File: src/rtl/fbr_pkg.sv
// Package for the framebuffer refresh block: job and back-end state types,
// register indexes and reset values, default geometry and sizes. No dependencies.
`timescale 1ns / 1ps

package fbr_pkg;

    // Default panel geometry
    localparam int FB_WIDTH  = 128;
    localparam int FB_HEIGHT = 64;

    // Widest store address over the whole geometry range (256 x 32 pages)
    localparam int FB_ADDR_MAX_W = 13;

    // Command bytes ahead of the data of each page
    localparam int FB_CMD_SLOTS = 4;
    localparam int FB_SLOT_PAGE = 0;
    localparam int FB_SLOT_COLL = 1;
    localparam int FB_SLOT_COLH = 2;
    localparam int FB_SLOT_RMW  = 3;

    // Register indexes
    localparam logic [7:0] CFG_PAGE_CMD_BASE = 8'd0;
    localparam logic [7:0] CFG_COL_LOW_BASE  = 8'd1;
    localparam logic [7:0] CFG_COL_HIGH_BASE = 8'd2;
    localparam logic [7:0] CFG_RMW_CMD       = 8'd3;

    // Register reset values
    localparam logic [7:0] RST_PAGE_CMD_BASE = 8'd176;
    localparam logic [7:0] RST_COL_LOW_BASE  = 8'd0;
    localparam logic [7:0] RST_COL_HIGH_BASE = 8'd16;
    localparam logic [7:0] RST_RMW_CMD       = 8'd224;

    // Job queue between front and back (power of two)
    localparam int FB_QDEPTH = 2;
    localparam int FB_QPTR_W = $clog2(FB_QDEPTH);
    localparam int FB_QCNT_W = $clog2(FB_QDEPTH + 1);

    typedef enum logic [1:0] {
        JOB_PIXEL,
        JOB_CMD,
        JOB_DATA
    } t_job_kind;

    // One classified job; value is the command byte or the pixel mask
    typedef struct packed {
        t_job_kind                kind;
        logic [FB_ADDR_MAX_W-1:0] addr;
        logic [7:0]               value;
        logic                     on;
        logic                     last;
    } t_job;

    typedef enum logic [1:0] {
        BK_CLEAR,
        BK_IDLE,
        BK_READ
    } t_back_state;

endpackage

File: src/rtl/fbr_queue.sv
// Short job FIFO between front and back ends, depth from the package.
// Uses fbr_pkg.
`timescale 1ns / 1ps

module fbr_queue import fbr_pkg::*; (
    input  logic i_clk,
    input  logic i_rst_n,
    input  logic i_push,
    input  t_job i_job,
    output logic o_full,
    input  logic i_pop,
    output t_job o_job,
    output logic o_empty
);

    t_job                 r_mem [FB_QDEPTH];
    logic [FB_QPTR_W-1:0] r_wptr;
    logic [FB_QPTR_W-1:0] r_rptr;
    logic [FB_QCNT_W-1:0] r_count;

    assign o_full  = (r_count == FB_QCNT_W'(FB_QDEPTH));
    assign o_empty = (r_count == '0);
    assign o_job   = r_mem[r_rptr];

    always_ff @(posedge i_clk) begin
        if (i_push) begin
            r_mem[r_wptr] <= i_job;
        end
    end

    // pointers wrap naturally, depth is a power of two
    always_ff @(posedge i_clk) begin
        if (!i_rst_n) begin
            r_wptr  <= '0;
            r_rptr  <= '0;
            r_count <= '0;
        end else begin
            if (i_push) begin
                r_wptr <= r_wptr + 1'b1;
            end
            if (i_pop) begin
                r_rptr <= r_rptr + 1'b1;
            end
            case ({i_push, i_pop})
                2'b10:   r_count <= r_count + 1'b1;
                2'b01:   r_count <= r_count - 1'b1;
                default: r_count <= r_count;
            endcase
        end
    end

endmodule

File: config.mk
export PLATFORM = sky130hd
export DESIGN_NAME = fbr_queue
export DESIGN_NICKNAME = d
export VERILOG_FILES = /design/src/rtl/fbr_pkg.sv /design/src/rtl/fbr_queue.sv
export SDC_FILE = /design/constraint.sdc
export NUM_CORES = 1
export LEC_CHECK = 0
export BUFFER_PORTS_ARGS = -buffer_cell sky130_fd_sc_hd__clkbuf_2
export CAP_MARGIN = 20
export CORE_MARGIN = 1.5
export CORE_UTILIZATION = 45
export DETAILED_ROUTE_END_ITERATION = 8
export PLACE_DENSITY = 0.7
export SLEW_MARGIN = 20
export SYNTH_ARGS = -nofsm -noshare
export SYNTH_HDL_FRONTEND = slang
export SYNTH_SLANG_ARGS = --single-unit
File: constraint.sdc
create_clock -name i_clk -period 5.26 [get_ports i_clk]
set_input_delay 0.526 -clock i_clk [delete_from_list [all_inputs] [get_ports i_clk]]
set_output_delay 0.526 -clock i_clk [all_outputs]
set_load 0.1 [all_outputs]
==> insert_results.sql, run 1 <==
INSERT INTO impl_metrics (metric_group, metric, value, unit) VALUES
('status', 'outcome', 'completed', ''),
('routing', 'post_dr_wirelength_cell', '14.5', 'um'),
('logic_synthesis', 'synth_top_area_share', '74.5', '%'),
('logic_synthesis', 'synthDominantAreaCellType', 'sky130_fd_sc_hd__edfxtp_1', ''),
('global_routing', 'first_global_vias', '1106', ''),
('sta', 'final_hold_viol_count', '0', ''),
('sta', 'worst_slew_pin_slew', '0.599', 'ns'),
('sta', 'final-setup-viol-count', '0', ''),
('final_layout', 'multi_input_comb_area', '398', 'sq um'),
('logic_synthesis', 'postSynthRegisterBits', '55', ''),
('clock_network', 'htree_num_levels', '2', ''),
('final_layout', 'num_antenna_cells', '0', ''),
('logic_synthesis', 'count_of_cell_types_in_the_netlist', '16', ''),
('final_layout', 'utilization', '56.3', '%'),
('place', 'dpl-instance-area', '2350', 'sq um'),
('final_layout', 'fraction_of_final_layout_cells_sized_beyond_drive_strength_1', '55.9', '%'),
('clock_network', 'cts_tree', 'built', ''),
('routing', 'final_antenna_net_count', '0', ''),
('sta', 'holdWs', '0.407', 'ns'),
('sta', 'final.setup.tns', '0', 'ns'),
('worst_hold_path', 'hold_start', 'i_job[4]', ''),
('worst_setup_path', 'endpoint_kind', 'output port', ''),
('routing', 'drt-initial-drc-count', '65', ''),
('logic_synthesis', 'synthFlopType', 'sky130_fd_sc_hd__edfxtp_1', ''),
('floorplan', 'initial_utilization', '46.6', '%'),
('worst_setup_path', 'flop2flop_setup_slack', '3.97', 'ns'),
('worst_hold_path', 'min_to', 'r_mem[1][4]', ''),
('final_layout', 'final_cell_count_no_fill', '213', ''),
('clock_network', 'cts_num_sinks', '55', ''),
('worst_setup_path', 'worst_r2r_endpoint', 'r_mem[1][9]', ''),
('worst_setup_path', 'setup.worst_path.start_class', 'flip-flop', ''),
('logic_synthesis', 'synth_area_leaders', 'sky130_fd_sc_hd__edfxtp_1 75%, sky130_fd_sc_hd__mux2_2 14%, sky130_fd_sc_hd__dfxtp_1 5.0%, sky130_fd_sc_hd__and2_1 1.2%, sky130_fd_sc_hd__xnor2_1 0.87%', ''),
('worst_setup_path', 'worstSetupPathType', 'flip-flop to output port', ''),
('logic_synthesis', 'ys_warn_count', '0', ''),
('sta', 'fin_worst_skew', '0.0106', 'ns'),
('clock_network', 'cts.path.max_buffers', '2', ''),
('worst_setup_path', 'crit_path_top_delay_cell', 'sky130_fd_sc_hd__dfxtp_2', ''),
('final_layout', 'final_area', '2430', 'sq um'),
('place', 'pre_cts_ws', '2.85', 'ns'),
('logic_synthesis', 'synth_seq_area_share', '79.5', '%'),
('clock_network', 'cts_inserted_buffers', '5', ''),
('worst_setup_path', 'worstPathRequired', '4.73', 'ns'),
('logic_synthesis', 'netlist_instances', '100', ''),
('logic_synthesis', 'syn-cell-area', '2010', 'sq um'),
('floorplan', 'boundaryPins', '56', ''),
('worst_setup_path', 'arrival', '1.79', 'ns'),
('power', 'ir_drop', '0.000225', 'V'),
('place', 'finalWeightedCongestion', '0.638', ''),
('place', 'post-place-cells', '205', ''),
('floorplan', 'dieArea', '4890', 'sq um'),
('final_layout', 'number_of_fill_cells', '344', ''),
('clock_network', 'cts.clk_slew.worst_paths', '0.09', 'ns'),
('clock_network', 'worst_skew_pair.late_latency', '0.30', 'ns'),
('clock_network', 'holdBufCountCts', '0', ''),
('worst_setup_path', 'worst_r2r_path_depth', '1', ''),
('sta', 'period_needed', '2.32', 'ns'),
('final_layout', 'synthToLayoutAreaGrowth', '20.7', '%'),
('worst_hold_path', 'holdPathStages', '1', ''),
('sta', 'grt_setup_unrepaired', 'false', ''),
('global_routing', 'grt_remaining_overflow', '0', ''),
('final_layout', 'layout.area.seq', '1600', 'sq um'),
('place', 'placement.io_buffers', '55', ''),
('logic_synthesis', 'synth_async_sr_flop_share', '0', '%'),
('logic_synthesis', 'synthesis.nets', '130', ''),
('sta', 'clock.fmax', '432', 'MHz'),
('sta', 'slew-limit-headroom', '60.1', '%'),
('floorplan', 'num_rows', '24', ''),
('logic_synthesis', 'synth_edf_count', '50', ''),
('clock_network', 'post_cts_buffers', '0', ''),
('power', 'power', '975', 'uW'),
('routing', 'drt-pass1-iter-count', '4', '');
[area by class of cell]
cell class,count,share of cell area (%)
flip-flops and latches,55,65.9
inverters,1,0.154
well taps,52,2.67
clock buffers,8,3.29
multi-input cells,41,16.4
repair buffers,56,11.6
[cell families (layout without fill, tap and decap cells)]
logic type	after synthesis	in the layout	synth area share [%]
compound gates	3	3	0.994
buf+inv	4	65	0.931
xor+xnor	3	3	1.30
flops	55	55	79.5
mux	25	25	14.0
fa+ha+maj	1	1	0.621
simple gates	9	9	2.67
[layer usage]
layer / share of wire, % / global-route usage, % / vias to the layer above
met2: 56 / 24.3 / 37
li1: - / - / 497
met4: 0.88 / 5.34 / 0
met5: 0 / 0 / -
met1: 38 / 14.4 / 500
met3: 5.5 / 5.19 / 4
[worst max-delay path, delay by kind of cell, from the launching register on]
family,cells,cell delay [ns]
buf+inv,1,0.37
flops,1,0.71
mux,1,0.41
[worst max path at each step]
stage / startpoint / to / slack, ns / cells after the start
after global routing: flip-flop / o_job[5] / 2.84 / 2
after floorplan: r_count[0] / o_empty / 3.15 / 1
after CTS: flip-flop / o_job[5] / 2.51 / 2
after global placement: flip-flop / o_job[5] / 2.89 / 2
final: flip-flop / o_job[17] / 2.94 / 2
after detailed placement: flip-flop / o_job[5] / 2.85 / 2
[sequential cells by signal (all words and copies together), names as in the netlist, named ones only]
| name | count |
|---|---|
| r_count | 2 |
| r_wptr | 1 |
| r_rptr | 1 |
| r_mem | 50 |
[power by group]
part	switching [mW]	internal (mW)	total, mW
Clock	0.117	0.0947	0.212
Combinational	0.197	0.0490	0.246
Sequential	0.0143	0.503	0.517
Total	0.328	0.647	0.975
[cells in the final DEF, fill, tap and decap left out, drive strengths merged]
cell type,instances
nor2b,1
o21ai,1
nor2,2
and2,4
mux2,25
inv,1
or3,1
ha,1
a21boi,1
o21a,1
buf,1
xnor2,2
and2b,1
dfxtp,5
edfxtp,50
xor2,1
clkbuf,63
No activity file was read; power rests on OpenSTA's default activity.
==> run 2: changes to the inputs <==
- PLACE_DENSITY: 0.7 -> 0.73
- clock period: 5.26 -> 2.1 ns (I/O delays scaled with it)
==> run 2 against run 1 <==
Compared with the run above: sequential cell count did not move; critical endpoint is now o_job[20]; via count increased by 3.9%; non-clock buffer count grew 5; core utilization up 10 points.
==> insert_results.sql, run 2 (synthesized netlist as in run 1, its figures left out) <==
INSERT INTO impl_metrics (metric_group, metric, value, unit) VALUES
('clock_network', 'worst_skew_pair.late_latency', '0.30', 'ns'),
('final_layout', 'most-common-layout-cells', '50 x sky130_fd_sc_hd__edfxtp_1, 30 x sky130_fd_sc_hd__clkbuf_2, 25 x sky130_fd_sc_hd__mux2_2, 25 x sky130_fd_sc_hd__buf_12', ''),
('clock_network', 'cts.clk_slew.worst_paths', '0.09', 'ns'),
('floorplan', 'dieArea', '4890', 'sq um'),
('global_routing', 'grt_pass1_wl', '5.47', 'mm'),
('clock_network', 'cts_tree', 'built', ''),
('place', 'post-place-cells', '210', ''),
('clock_network', 'cts_num_sinks', '55', ''),
('worst_setup_path', 'worst_r2r_path_depth', '2', ''),
('routing', 'detail_route.wirelength', '3.45', 'mm'),
('sta', 'slew-limit-headroom', '64.0', '%'),
('floorplan', 'boundaryPins', '56', ''),
('place', 'finalWeightedCongestion', '0.691', ''),
('clock_network', 'clk_root_buffer_cell', 'sky130_fd_sc_hd__clkbuf_8', ''),
('sta', 'period_needed', '1.64', 'ns'),
('worst_setup_path', 'worst_r2r_endpoint', 'r_mem[1][10]', ''),
('routing', 'final_antenna_net_count', '0', ''),
('global_routing', 'first_global_vias', '1160', ''),
('worst_setup_path', 'endpoint_kind', 'output port', ''),
('final_layout', 'final_common_cell', 'sky130_fd_sc_hd__edfxtp_1', ''),
('sta', 'holdWs', '0.0919', 'ns'),
('worst_setup_path', 'cp_num_buf_inv', '2', ''),
('worst_hold_path', 'hold_start', 'i_job[11]', ''),
('floorplan', 'die_y', '69.9', 'um'),
('sta', 'layout_worst_path_cycle_share', '77.9', '%'),
('power', 'power', '2.83', 'mW'),
('global_routing', 'antenna_found_initial', '0', ''),
('power', 'ir_drop', '0.000709', 'V'),
('place', 'pre_cts_ws', '0.786', 'ns'),
('clock_network', 'post_cts_buffers', '0', ''),
('final_layout', 'final_area', '2880', 'sq um'),
('final_layout', 'fin_nets', '195', ''),
('sta', 'clock.fmax', '611', 'MHz'),
('place', 'placement.io_buffers', '55', ''),
('sta', 'final_hold_viol_count', '0', ''),
('final_layout', 'registers.top_by_ff_count', 'r_mem', ''),
('worst_setup_path', 'r2r-start', 'r_wptr', ''),
('global_routing', 'grt_remaining_overflow', '0', ''),
('worst_setup_path', 'worstSetupPathType', 'flip-flop to output port', ''),
('sta', 'grt_setup_unrepaired', 'false', ''),
('clock_network', 'cts_inserted_buffers', '5', ''),
('routing', 'routed_via_density', '4.95', ''),
('floorplan', 'initial_utilization', '46.6', '%'),
('sta', 'final.setup.tns', '0', 'ns'),
('routing', 'drt-initial-drc-count', '32', ''),
('clock_network', 'cts.path.max_buffers', '2', ''),
('sta', 'final.setup.worst_slack', '0.464', 'ns'),
('worst_hold_path', 'min_path_type', 'input port to flip-flop', ''),
('worst_setup_path', 'crit_family', 'buffers and inverters', ''),
('routing', 'drt-pass1-iter-count', '4', ''),
('worst_setup_path', 'worstPathMaxFanout', '13', ''),
('global_routing', 'grt_max_degree', '18', ''),
('sta', 'worst_slew_pin_slew', '0.542', 'ns'),
('final_layout', 'largest_register_ff_count', '50', ''),
('worst_setup_path', 'critical_path.cell_chain', 'buf_4 -> mux2_2 -> buf_12', ''),
('place', 'dpl-instance-area', '2760', 'sq um'),
('routing', 'vias', '1079', ''),
('final_layout', 'reg_top3', 'r_mem: 50 flops, r_count: 2 flops', ''),
('final_layout', 'synthToLayoutAreaGrowth', '43.2', '%'),
('worst_hold_path', 'min_to', 'r_mem[0][11]', ''),
('place', 'dp_hpwl', '2.60', 'mm'),
('worst_hold_path', 'holdPathStages', '1', ''),
('routing', 'post_dr_wirelength_cell', '15.8', 'um'),
('floorplan', 'die_w', '69.9', 'um'),
('worst_setup_path', 'crit_path_max_incr_delay', '0.39', 'ns'),
('sta', 'final-setup-viol-count', '0', ''),
('worst_setup_path', 'worstPathRequired', '1.89', 'ns'),
('global_routing', 'globalRouteTotalUtil', '15.3', '%'),
('routing', 'drcViolationCount', '0', ''),
('final_layout', 'fraction_of_final_layout_cells_sized_beyond_drive_strength_1', '57.8', '%'),
('final_layout', 'utilization', '66.7', '%'),
('flow_run', 'timing.max_cap.violations', '0', ''),
('worst_setup_path', 'arrival', '1.43', 'ns'),
('final_layout', 'num_antenna_cells', '0', ''),
('worst_setup_path', 'flop2flop_setup_slack', '1.06', 'ns'),
('sta', 'fin_worst_skew', '0.00170', 'ns'),
('clock_network', 'htree_num_levels', '2', ''),
('power', 'power_leakage', '1.11', 'nW'),
('clock_network', 'holdBufCountCts', '0', ''),
('final_layout', 'final_cell_count_no_fill', '218', ''),
('power', 'powerDensity', '980', 'nW/um^2'),
('sta', 'timing_max_transition_violations_final', '0', ''),
('worst_setup_path', 'crit_path_top_delay_cell', 'sky130_fd_sc_hd__mux2_2', ''),
('clock_network', 'post_cts_resize_count', '0', ''),
('status', 'outcome', 'completed', ''),
('worst_setup_path', 'setup.worst_path.start_class', 'flip-flop', ''),
('floorplan', 'num_rows', '24', ''),
('floorplan', 'core_region_area', '4320', 'sq um');
## run 2: cell types whose count changed in the layout (fill, tap and decap cells not counted), moves of 3 or more
cell                       delta
sky130_fd_sc_hd__buf_4        +5
sky130_fd_sc_hd__buf_12      +25
sky130_fd_sc_hd__clkbuf_2    -25
sky130_fd_sc_hd__clkbuf_1     -3
## run 2: final cells by class
class / instances / area (sq um)
inverters: 1 / 3.75
fillers: 306 / 1440
clock buffers: 6 / 82.6
flip-flops and latches: 55 / 1600
well taps: 52 / 65.1
repair buffers: 61 / 696
multi-input cells: 41 / 397
clock inverters: 2 / 38.8
## run 2: worst max-delay path by stage
stage,end,start,cells after the start,slack (ns)
floorplan,r_mem[0][0],r_wptr,1,0.28
global placement,o_job[20],flip-flop,3,0.81
detailed placement,o_job[20],flip-flop,3,0.79
CTS,o_job[20],flip-flop,3,0.44
global route,o_job[14],flip-flop,3,0.40
finish,o_job[20],flip-flop,3,0.46
## run 2: power by group
| group | switching (mW) | internal (mW) |
|---|---|---|
| combinational | 0.544 | 0.288 |
| clock | 0.324 | 0.392 |
| sequential | 0.0193 | 1.26 |
| total | 0.887 | 1.94 |
## run 2: metal layers
metal,GRT usage [%],part of all wire [%],vias to the layer above
met5,0,0,-
met4,7.05,1.7,0
met3,3.03,4.9,5
met2,28.5,57,36
met1,16.6,37,527
li1,-,-,511
