<file path="src/rtl/fbr_pkg.sv">
// Package for the framebuffer refresh block: job and back-end state types,
// register indexes and reset values, default geometry and sizes. No dependencies.
`timescale 1ns / 1ps

package fbr_pkg;

    // Default panel geometry
    localparam int FB_WIDTH  = 128;
    localparam int FB_HEIGHT = 64;

    // Widest store address over the whole geometry range (256 x 32 pages)
    localparam int FB_ADDR_MAX_W = 13;

    // Command bytes ahead of the data of each page
    localparam int FB_CMD_SLOTS = 4;
    localparam int FB_SLOT_PAGE = 0;
    localparam int FB_SLOT_COLL = 1;
    localparam int FB_SLOT_COLH = 2;
    localparam int FB_SLOT_RMW  = 3;

    // Register indexes
    localparam logic [7:0] CFG_PAGE_CMD_BASE = 8'd0;
    localparam logic [7:0] CFG_COL_LOW_BASE  = 8'd1;
    localparam logic [7:0] CFG_COL_HIGH_BASE = 8'd2;
    localparam logic [7:0] CFG_RMW_CMD       = 8'd3;

    // Register reset values
    localparam logic [7:0] RST_PAGE_CMD_BASE = 8'd176;
    localparam logic [7:0] RST_COL_LOW_BASE  = 8'd0;
    localparam logic [7:0] RST_COL_HIGH_BASE = 8'd16;
    localparam logic [7:0] RST_RMW_CMD       = 8'd224;

    // Job queue between front and back (power of two)
    localparam int FB_QDEPTH = 2;
    localparam int FB_QPTR_W = $clog2(FB_QDEPTH);
    localparam int FB_QCNT_W = $clog2(FB_QDEPTH + 1);

    typedef enum logic [1:0] {
        JOB_PIXEL,
        JOB_CMD,
        JOB_DATA
    } t_job_kind;

    // One classified job; value is the command byte or the pixel mask
    typedef struct packed {
        t_job_kind                kind;
        logic [FB_ADDR_MAX_W-1:0] addr;
        logic [7:0]               value;
        logic                     on;
        logic                     last;
    } t_job;

    typedef enum logic [1:0] {
        BK_CLEAR,
        BK_IDLE,
        BK_READ
    } t_back_state;

endpackage

</file>
<file path="src/rtl/fbr_front.sv">
// Front end: accepts transactions, holds the registers and the refresh
// position, and turns each item into a job for the back end. Uses fbr_pkg.
`timescale 1ns / 1ps

module fbr_front import fbr_pkg::*; #(
    parameter int WIDTH  = FB_WIDTH,
    parameter int HEIGHT = FB_HEIGHT
) (
    input  logic       i_clk,
    input  logic       i_rst_n,
    // item channel
    input  logic       i_in_valid,
    output logic       o_in_ready,
    input  logic       i_op,
    input  logic [7:0] i_px,
    input  logic [7:0] i_py,
    input  logic       i_pixel_on,
    // register writes
    input  logic       i_cfg_valid,
    input  logic [7:0] i_cfg_index,
    input  logic [7:0] i_cfg_data,
    // back end and queue
    input  logic       i_clearing,
    input  logic       i_q_full,
    output logic       o_push,
    output t_job       o_job
);

    localparam int PAGES  = (HEIGHT + 7) / 8;
    localparam int SLOTS  = WIDTH + FB_CMD_SLOTS;
    localparam int PAGE_W = (PAGES > 1) ? $clog2(PAGES) : 1;
    localparam int POS_W  = $clog2(SLOTS);
    localparam int AW     = FB_ADDR_MAX_W;

    logic [7:0]        r_page_base;
    logic [7:0]        r_col_low;
    logic [7:0]        r_col_high;
    logic [7:0]        r_rmw;
    logic [PAGE_W-1:0] r_page, n_page;
    logic [POS_W-1:0]  r_pos, n_pos;

    logic accept;
    logic in_range;
    t_job job;

    assign o_in_ready = !i_clearing && !i_q_full;
    assign accept     = i_in_valid && o_in_ready;

    // register writes; indexes past the list are dropped
    always_ff @(posedge i_clk) begin
        if (!i_rst_n) begin
            r_page_base <= RST_PAGE_CMD_BASE;
            r_col_low   <= RST_COL_LOW_BASE;
            r_col_high  <= RST_COL_HIGH_BASE;
            r_rmw       <= RST_RMW_CMD;
        end else if (i_cfg_valid) begin
            unique case (i_cfg_index)
                CFG_PAGE_CMD_BASE: r_page_base <= i_cfg_data;
                CFG_COL_LOW_BASE:  r_col_low   <= i_cfg_data;
                CFG_COL_HIGH_BASE: r_col_high  <= i_cfg_data;
                CFG_RMW_CMD:       r_rmw       <= i_cfg_data;
                default: ;
            endcase
        end
    end

    // classify the item
    always_comb begin
        in_range   = ({1'b0, i_px} < 9'(WIDTH)) && ({1'b0, i_py} < 9'(HEIGHT));
        job        = '0;
        job.kind   = JOB_PIXEL;
        job.on     = i_pixel_on;
        if (!i_op) begin
            job.kind  = JOB_PIXEL;
            job.addr  = AW'(i_px) + AW'(i_py[7:3]) * AW'(WIDTH);
            job.value = 8'h80 >> i_py[2:0];
        end else if (r_pos == POS_W'(FB_SLOT_PAGE)) begin
            job.kind  = JOB_CMD;
            job.value = r_page_base | (8'(PAGES - 1) - 8'(r_page));
        end else if (r_pos == POS_W'(FB_SLOT_COLL)) begin
            job.kind  = JOB_CMD;
            job.value = r_col_low;
        end else if (r_pos == POS_W'(FB_SLOT_COLH)) begin
            job.kind  = JOB_CMD;
            job.value = r_col_high;
        end else if (r_pos == POS_W'(FB_SLOT_RMW)) begin
            job.kind  = JOB_CMD;
            job.value = r_rmw;
        end else begin
            job.kind  = JOB_DATA;
            job.addr  = AW'(r_page) * AW'(WIDTH) + AW'(r_pos) - AW'(FB_CMD_SLOTS);
            job.last  = (r_page == PAGE_W'(PAGES - 1)) && (r_pos == POS_W'(SLOTS - 1));
        end
    end

    // refresh position advances on each refresh step, wrapping per page and frame
    always_comb begin
        n_pos  = r_pos;
        n_page = r_page;
        if (accept && i_op) begin
            if (r_pos == POS_W'(SLOTS - 1)) begin
                n_pos  = '0;
                n_page = (r_page == PAGE_W'(PAGES - 1)) ? '0 : r_page + 1'b1;
            end else begin
                n_pos = r_pos + 1'b1;
            end
        end
    end

    always_ff @(posedge i_clk) begin
        if (!i_rst_n) begin
            r_pos  <= '0;
            r_page <= '0;
        end else begin
            r_pos  <= n_pos;
            r_page <= n_page;
        end
    end

    // out-of-range pixel writes are taken and dropped
    assign o_push = accept && (i_op || in_range);
    assign o_job  = job;

endmodule

</file>
<file path="config.mk">
export PLATFORM = sky130hd
export DESIGN_NAME = fbr_front
export DESIGN_NICKNAME = d
export VERILOG_FILES = /design/src/rtl/fbr_pkg.sv /design/src/rtl/fbr_front.sv
export SDC_FILE = /design/constraint.sdc
export NUM_CORES = 1
export LEC_CHECK = 0
export BUFFER_PORTS_ARGS = -buffer_cell sky130_fd_sc_hd__buf_2
export CAP_MARGIN = 40
export CORE_UTILIZATION = 44
export CTS_CLUSTER_SIZE = 25
export DETAILED_ROUTE_END_ITERATION = 10
export GPL_TIMING_DRIVEN = 0
export PLACE_DENSITY = 0.67
export SYNTH_ARGS = -nofsm -noshare
export SYNTH_HDL_FRONTEND = slang
export SYNTH_SLANG_ARGS = --single-unit
</file>
<file path="constraint.sdc">
create_clock -name i_clk -period 2.94 [get_ports i_clk]
set_clock_uncertainty 0.15 [all_clocks]
set_input_delay 0.735 -clock i_clk [delete_from_list [all_inputs] [get_ports i_clk]]
set_output_delay 0.735 -clock i_clk [all_outputs]
set_load 0.005 [all_outputs]
</file>
==> results of run 1 <==
[where the power goes]
group	switching (µW)	internal, µW	leakage (µW)	total, µW
clock	216	192	0.0000474	408
sequential	1.39	577	0.000353	578
combinational	80.5	86.1	0.00138	167
total	298	855	0.00178	1150
[what timing repair did]
action                                  4_1_cts  5_1_grt
gates resized for setup                      53       40
gates cloned                                  1        0
setup buffers                                13       16
hold buffers                                  0        0
pin swaps                                    15       18
endpoints found under the setup margin       23       21
endpoints found under the hold margin         0        0
[placed cells by master, fill, tap and decap left out, drive strengths merged, types with 4 or more instances in the layout]
cell type,n
a22oi,5
nand3b,4
clkbuf,14
nor2b,30
buf,103
ha,24
a21oi,17
o32ai,5
a211oi,5
o21ai,7
inv,22
nor2,12
o22ai,4
nand3,4
mux2i,35
dfxtp,43
xnor2,8
xor2,4
nand2,28
a22o,8
[registers in the layout, indices dropped and copies added (netlist names)]
register,cells
r_rmw,8
r_page,3
r_col_high,8
r_col_low,8
r_page_base,8
r_pos,8
[critical path: stages (launching register included)]
cell and delay, ns:
dfxtp_4 0.40, inv_4 0.06, ha_4 0.15, buf_6 0.11, nor4_4 0.34, o41ai_4 0.15, inv_2 0.13, buf_6 0.14
o2111ai_4 0.11, o221ai_2 0.08, buf_2 0.14
[per-layer routing]
layer  vias to the layer above  routed length [µm]
met1                      1287                3540
met4                         0                  63
li1                       1365                   -
met3                         6                 319
met5                         -                   0
met2                        50                3730
[cell type report]
type / count / area share, %
clock inverter: 2 / 0.407
multi-input combinational: 243 / 53.5
tap: 77 / 2.41
clock buffer: 6 / 2.07
buffer: 18 / 2.88
timing repair buffer: 93 / 14.0
inverter: 22 / 2.51
sequential: 43 / 22.3
[cells by family after synthesis]
family,after synthesis,share of synthesized area [%]
xor+xnor,12,3.59
simple gates,105,21.4
compound gates,66,16.4
mux,35,12.0
buf+inv,41,6.32
flops,43,29.4
fa+ha+maj,25,10.9
[final timing paths]
check / cells past startpoint / start / end
worst min-delay path: 2 / r_page_base[7]$_SDFFE_PN1P_ / r_page_base[7]$_SDFFE_PN1P_
worst min register to register: 2 / r_page_base[7]$_SDFFE_PN1P_ / r_page_base[7]$_SDFFE_PN1P_
worst max register to register: 6 / r_pos[1]$_SDFFE_PN0P_ / r_pos[5]$_SDFFE_PN0P_
worst max-delay path: 10 / r_pos[0]$_SDFFE_PN0P_ / o_job[20]
[metrics by stage]
stage               power [µW]  setup TNS [ns]  cells  hold WS [ns]
floorplan                  671               0    327         0.292
global placement           743           -1.14    467         0.306
detailed placement         744           -1.22    467         0.317
CTS                       1150          -0.230    489         0.340
global route              1200           -1.06    504         0.358
finish                    1150          -0.188    504         0.336
==> out/qor.csv, run 1 <==
metric,value,unit
powerDensity,289,nW/µm²
ys_seq_elements,43,
synthCells,327,
syn-num-nets,392,
ys_types,52,
grt_pass1_wl,12600,µm
vias_per_cell,5.37,
nNetsFinal,491,
remaining_drc_errors,0,
path_clk_slew,0.09,ns
tightest_slew,0.529,ns
root_buffer,clkbuf_8,
start_util,45.8,%
antenna_found_initial,0,
worst_setup_path_start_kind,register,
h-tree-depth,2,
rrSetupSlack,1.17,ns
finalHoldViolCount,0,
grt.busiest_layer,met2,
regArea,890,µm²
ant_nets,0,
final_util,62.6,%
setup_slack,-0.0633,ns
slew-limit-headroom,64.5,%
first_global_vias,2616,
track_usage,22.2,%
layout_min_cycle_time,3.00,ns
final_max_slew_viol_count,0,
cts_tree,done,
first_iter_violations,133,
status,"complete, but fails checks",
die_width,83.6,µm
cts.sinks,43,
ys_warn_count,0,
wl,7650,µm
overflow,0,
area_growth,36.5,%
num_rows,29,
cts_buffer_depth,2,
grt_use_met2,36.7,%
grtUsageMet3,3.36,%
drtPass1Iterations,4,
finalSetupViolations,4,
syn_area,2930,µm²
vias,2708,
synth_area_leaders,"dfxtp_1 29%, mux2i_1 12%, ha_1 10%",
cp.arrival,2.12,ns
yosysMostFrequentCell,dfxtp_1,
die_h,83.6,µm
hold_class,reg2reg,
grtUsageMet1,30.5,%
drt-wirelength-per-cell,15.2,µm
io_buffer_count,63,
async_reset_ff_share,0,%
grt_max_degree,15,
ir_worst_vdd,0.307,mV
yosys.area.top_type,dfxtp_1,
max_freq,0.333,GHz
maxCapViolCount,0,
yosysTopAreaCellShare,29.4,%
coreArea,6390,µm²
fin_crit_sh,102,%
die_area,6980,µm²
io_pins,67,
avgSynthCellArea,8.95,µm²
yosysSeqAreaShare,29.4,%
dp_hpwl,5250,µm
placed_area,3340,µm²
numCtsBuffers,5,
rsz0062_at_grt,yes,
drive_above_1_share,39.8,%
final_cell_area,4000,µm²
ys_top_cells_by_count,"43 x dfxtp_1, 35 x mux2i_1, 30 x nor2b_1",
clock_latency,0.30,ns
critical_path_class,reg2out,
finalWeightedCongestion,0.823,
dp_slack,-0.282,ns
synth-edff-count,0,
diodes,0,
leakage,0.00178,µW
synth_ff_type,dfxtp_1,
fillers,527,
setup.worst_path.end_class,primary output,
multi_input_area,2140,µm²
critPathMaxFanout,5,
violations,setup timing,
cp.required,2.06,ns
No activity file was read; power rests on OpenSTA's default activity.
==> run 2: changes to the inputs <==
--- a/config.mk
+++ b/config.mk
@@ -7,11 +7,14 @@
 export LEC_CHECK = 0
 export BUFFER_PORTS_ARGS = -buffer_cell sky130_fd_sc_hd__buf_2
 export CAP_MARGIN = 40
-export CORE_UTILIZATION = 44
+export CELL_PAD_IN_SITES_DETAIL_PLACEMENT = 0
+export CELL_PAD_IN_SITES_GLOBAL_PLACEMENT = 1
+export CORE_UTILIZATION = 41
 export CTS_CLUSTER_SIZE = 25
 export DETAILED_ROUTE_END_ITERATION = 10
 export GPL_TIMING_DRIVEN = 0
-export PLACE_DENSITY = 0.67
+export HOLD_SLACK_MARGIN = 0.08
+export PLACE_DENSITY_LB_ADDON = 0.1
 export SYNTH_ARGS = -nofsm -noshare
 export SYNTH_HDL_FRONTEND = slang
 export SYNTH_SLANG_ARGS = --single-unit
==> out/qor.csv, run 2 (synthesis results as in run 1) <==
metric,value,unit,change
tightest_slew,0.504,ns,-0.0253 ns
leakage,0.00176,µW,-1.3%
cts_tree,done,,
remaining_drc_errors,0,,unchanged
num_rows,30,,+3.4%
numCtsBuffers,5,,unchanged
crit_top_cell,ha_4,,
drive_above_1_share,38.2,%,-1.6 points
drtPass1Iterations,4,,unchanged
cp.required,2.06,ns,about the same
grt_max_degree,14,,-1
die_area,7480,µm²,+7.1%
area_growth,35.9,%,
max_freq,0.325,GHz,-2.4%
coreArea,6830,µm²,+7.0%
worst_setup_path_start_kind,register,,
die_h,86.5,µm,+3.5%
critPathMaxFanout,4,,-1
rsz0062_at_grt,yes,,
wl_met1,3760,µm,+6.3%
overflow,0,,unchanged
first_global_vias,2457,,-6.1%
postCtsHoldBufs,0,,unchanged
first_iter_violations,69,,-48%
finalSetupViolations,13,,+9
antenna_found_initial,0,,unchanged
routed.top_layer,met4,,
path_clk_slew,0.09,ns,about the same
final_cell_mix,"65 x buf_2, 35 x mux2i_1, 34 x dfxtp_1",,
layout_min_cycle_time,3.08,ns,+0.0729 ns
place_inst,486,,+4.1%
wl,7920,µm,+3.5%
setup_slack,-0.136,ns,-0.0729 ns
clock_latency,0.31,ns,about the same
finalHoldViolCount,0,,unchanged
cts_buffer_depth,2,,unchanged
track_usage,22.1,%,-0.13 points
cp.arrival,2.19,ns,+0.07 ns
finalWeightedCongestion,0.723,,-12%
crit_path_cell_trace,"inv_4, ha_4, inv_2, ha_4, o21a_1, o31ai_4, a2111o_1, o221ai_2, buf_2",,
ir_worst_vdd,0.188,mV,-39%
finalSetupTns,-1.10,ns,-0.909 ns
cpPeakStageDelay,0.44,ns,+0.04 ns
root_buffer,clkbuf_8,,
setup.worst_path.end_class,primary output,,
powerDensity,305,nW/µm²,+5.8%
violations,setup timing,,
hold_class,reg2reg,,
nNetsFinal,484,,-1.4%
diodes,0,,unchanged
ant_nets,0,,unchanged
stdcell_count,515,,+2.2%
wl_met3,369,µm,+16%
status,"complete, but fails checks",,
dp_hpwl,5420,µm,+3.2%
final_common_cell,buf_2,,
drt-wirelength-per-cell,15.4,µm,+1.3%
fin_crit_sh,105,%,+2.5 points
io_buffer_count,63,,unchanged
slew-limit-headroom,66.4,%,+2.0 points
grt_pass1_wl,12500,µm,-0.82%
maxCapViolCount,0,,unchanged
cts.sinks,43,,unchanged
final_max_slew_viol_count,0,,unchanged
vias_per_cell,5.17,,-3.8%
h-tree-depth,2,,unchanged
die_width,86.5,µm,+3.5%
routed-wl-met2,3730,µm,unchanged
start_util,42.9,%,-3.0 points
critical_path_class,reg2out,,
vias,2662,,-1.7%
cp_slowest_cell,a2111o_1,,
io_pins,67,,unchanged
-- run 2: changes by cell type in the layout (fill, tap and decap cells not counted), sizes merged --
| cell | before | now |
|---|---|---|
| buf | 103 | 96 |
| bufinv | 0 | 1 |
| clkbuf | 14 | 13 |
| clkinv | 1 | 0 |
-- run 2: area by class of cell --
cell class              count  area [µm²]
fillers                   649        2850
multi-input cells         243        2110
flip-flops and latches     43         885
repair buffers             87         548
well taps                  96         120
plain buffers              17         114
inverters                  22        92.6
clock buffers               5        68.8
clock inverters             2        37.5
-- run 2: path summary, 6_finish.rpt --
path                                            start                     to  slack, ns  cells after the start
worst max-delay path            r_pos[7]$_SDFFE_PN0P_              o_job[19]      -0.14                      9
worst min-delay path            r_rmw[7]$_SDFFE_PN1P_  r_rmw[7]$_SDFFE_PN1P_       0.34                      2
worst max register to register  r_pos[3]$_SDFFE_PN0P_  r_pos[3]$_SDFFE_PN0P_       0.97                      7
worst min register to register  r_rmw[7]$_SDFFE_PN1P_  r_rmw[7]$_SDFFE_PN1P_       0.34                      2
-- run 2: per-stage QoR --
step	hold WS, ns	power, µW	instance area (µm²)	setup WS [ns]	utilization [%]
detailed placement	0.312	746	3360	-0.305	49.2
global route	0.355	1270	3980	-0.217	58.3
finish	0.336	1210	3980	-0.136	58.3
global placement	0.305	746	3360	-0.315	49.2
floorplan	0.292	671	2930	0.104	-
CTS	0.335	1220	3880	-0.146	56.8
-- run 2: critical path, delay by kind of cell (launching register included) --
family	cells	cell delay, ns
buffers and inverters	3	0.22
adders and majority gates	2	0.53
AOI/OAI and AO/OA	4	0.79
DFF	1	0.36
-- run 2: repair_timing --
item,CTS,global route
endpoints found under the setup margin,23,20
gates cloned,1,0
buffers inserted,18,5
pin swaps,13,14
resized for setup,66,14
-- run 2: per-layer routing --
layer | global-route usage (%) | up-vias
li1 | - | 1344
met1 | 30.3 | 1266
met2 | 35.5 | 47
met3 | 4.19 | 5
met4 | 5.76 | 0
met5 | 0 | -
-- run 2: power breakdown --
part           switching (µW)  internal (µW)  leakage (µW)
logic                    81.9           84.7       0.00136
registers                1.58            579      0.000353
clock network             220            249     0.0000502
total                     303            912       0.00176
==> run 3: changes to the inputs <==
--- a/config.mk
+++ b/config.mk
@@ -14,6 +14,7 @@
 export DETAILED_ROUTE_END_ITERATION = 10
 export GPL_TIMING_DRIVEN = 0
 export HOLD_SLACK_MARGIN = 0.08
+export MAX_ROUTING_LAYER = met4
 export PLACE_DENSITY_LB_ADDON = 0.1
 export SYNTH_ARGS = -nofsm -noshare
 export SYNTH_HDL_FRONTEND = slang
==> out/qor.csv, run 3 (synthesis results as in run 1) <==
metric,value,unit,change
finalHoldViolCount,0,,unchanged
cts_tree,done,,
maxCapViolCount,0,,unchanged
critPathMaxFanout,4,,unchanged
layout_min_cycle_time,3.07,ns,-0.00191 ns
cp_slowest_cell,a2111o_1,,
drtPass1Iterations,5,,+1
remaining_drc_errors,0,,unchanged
p_total,1210,µW,about the same
ant_nets,0,,unchanged
grt_pass1_wl,12500,µm,about the same
first_global_vias,2458,,+0.041%
first_iter_violations,66,,-4.3%
postCtsHoldBufs,0,,unchanged
antenna_found_initial,0,,unchanged
wl,7890,µm,-0.44%
tightest_slew,0.488,ns,-0.0155 ns
dp_hpwl,5420,µm,unchanged
num_rows,30,,unchanged
area_growth,36.0,%,about the same
nNetsFinal,484,,unchanged
final_max_slew_viol_count,0,,unchanged
placed_area,3360,µm²,unchanged
vias,2666,,+0.15%
final_cell_area,3980,µm²,about the same
cts_buffer_depth,2,,unchanged
start_util,42.9,%,unchanged
max_freq,0.325,GHz,about the same
crit_path_cell_trace,"inv_4, ha_4, inv_2, ha_4, o21a_1, o31ai_4, a2111o_1, o221ai_2, buf_2",,
critical_path_class,reg2out,,
cpPeakStageDelay,0.44,ns,about the same
setup_slack,-0.134,ns,+0.00191 ns
io_pins,67,,unchanged
slew-limit-headroom,67.4,%,+1.0 points
drive_above_1_share,38.2,%,unchanged
finalWeightedCongestion,0.731,,+1.2%
final_common_cell,buf_2,,
place_inst,486,,unchanged
setup.worst_path.end_class,primary output,,
overflow,0,,unchanged
final_cell_mix,"65 x buf_2, 35 x mux2i_1, 34 x dfxtp_1",,
diodes,0,,unchanged
crit_top_cell,ha_4,,
violations,setup timing,,
powerDensity,305,nW/µm²,about the same
coreArea,6830,µm²,unchanged
cts.sinks,43,,unchanged
finalSetupViolations,13,,unchanged
rsz0062_at_grt,yes,,
worst_setup_path_start_kind,register,,
die_h,86.5,µm,unchanged
drt-wirelength-per-cell,15.3,µm,-0.44%
numCtsBuffers,5,,unchanged
leakage,0.00176,µW,about the same
vias_per_cell,5.18,,+0.15%
fin_crit_sh,105,%,about the same
path_clk_slew,0.09,ns,about the same
root_buffer,clkbuf_8,,
cp.arrival,2.19,ns,about the same
clock_latency,0.31,ns,about the same
rrSetupSlack,1.00,ns,+0.03 ns
track_usage,22.7,%,+0.64 points
status,"complete, but fails checks",,
die_area,7480,µm²,unchanged
h-tree-depth,2,,unchanged
hold_ws,0.336,ns,+0.0000110 ns
io_buffer_count,63,,unchanged
cp.required,2.06,ns,about the same
grt_max_degree,14,,unchanged
ir_worst_vdd,0.188,mV,about the same
stdcell_count,515,,unchanged
die_width,86.5,µm,unchanged
hold_class,reg2reg,,
run 3: path summary, 6_finish.rpt:
check	startpoint	to	cells past startpoint
setup / recovery	r_pos[7]$_SDFFE_PN0P_	o_job[19]	9
hold / removal	r_rmw[7]$_SDFFE_PN1P_	r_rmw[7]$_SDFFE_PN1P_	2
setup reg to reg	r_pos[3]$_SDFFE_PN0P_	r_pos[3]$_SDFFE_PN0P_	7
hold reg to reg	r_rmw[7]$_SDFFE_PN1P_	r_rmw[7]$_SDFFE_PN1P_	2
run 3: repair_timing:
| item | in CTS | in global routing |
|---|---|---|
| gates resized for setup | 66 | 15 |
| setup endpoints to repair | 23 | 20 |
| cloned | 1 | 0 |
| pin swaps | 13 | 14 |
| setup buffers | 18 | 5 |
run 3: critical path: cells and delay by family, from the launching register on:
family	cells	cell delay (ns)
fa+ha+maj	2	0.52
buf+inv	3	0.22
flops	1	0.36
compound gates	4	0.78
run 3: layout make-up:
class,count,area [µm²]
fillers,652,2850
multi-input cells,243,2110
flip-flops and latches,43,885
repair buffers,87,548
well taps,96,120
plain buffers,17,114
inverters,22,95.1
clock buffers,5,68.8
clock inverters,2,37.5
run 3: metal layers:
metal	GRT usage [%]	share of wire [%]	vias to the layer above
met3	4.19	3.6	6
met2	35.5	48	46
met4	5.76	0.98	0
met1	30.3	47	1272
li1	-	-	1342
met5	-	0	-
run 3: metrics by stage:
step                util [%]  setup slack (ns)  setup TNS (ns)
floorplan                  -             0.104               0
global placement        49.2            -0.315           -2.06
detailed placement      49.2            -0.305           -1.99
CTS                     56.8            -0.146          -0.784
global route            58.3            -0.217           -2.38
finish                  58.3            -0.134           -1.09
run 3: where the power goes:
part | internal [µW] | switching, µW | leakage (µW)
Sequential | 579 | 1.58 | 0.000353
Clock | 249 | 220 | 0.0000502
Combinational | 84.7 | 82.0 | 0.00136
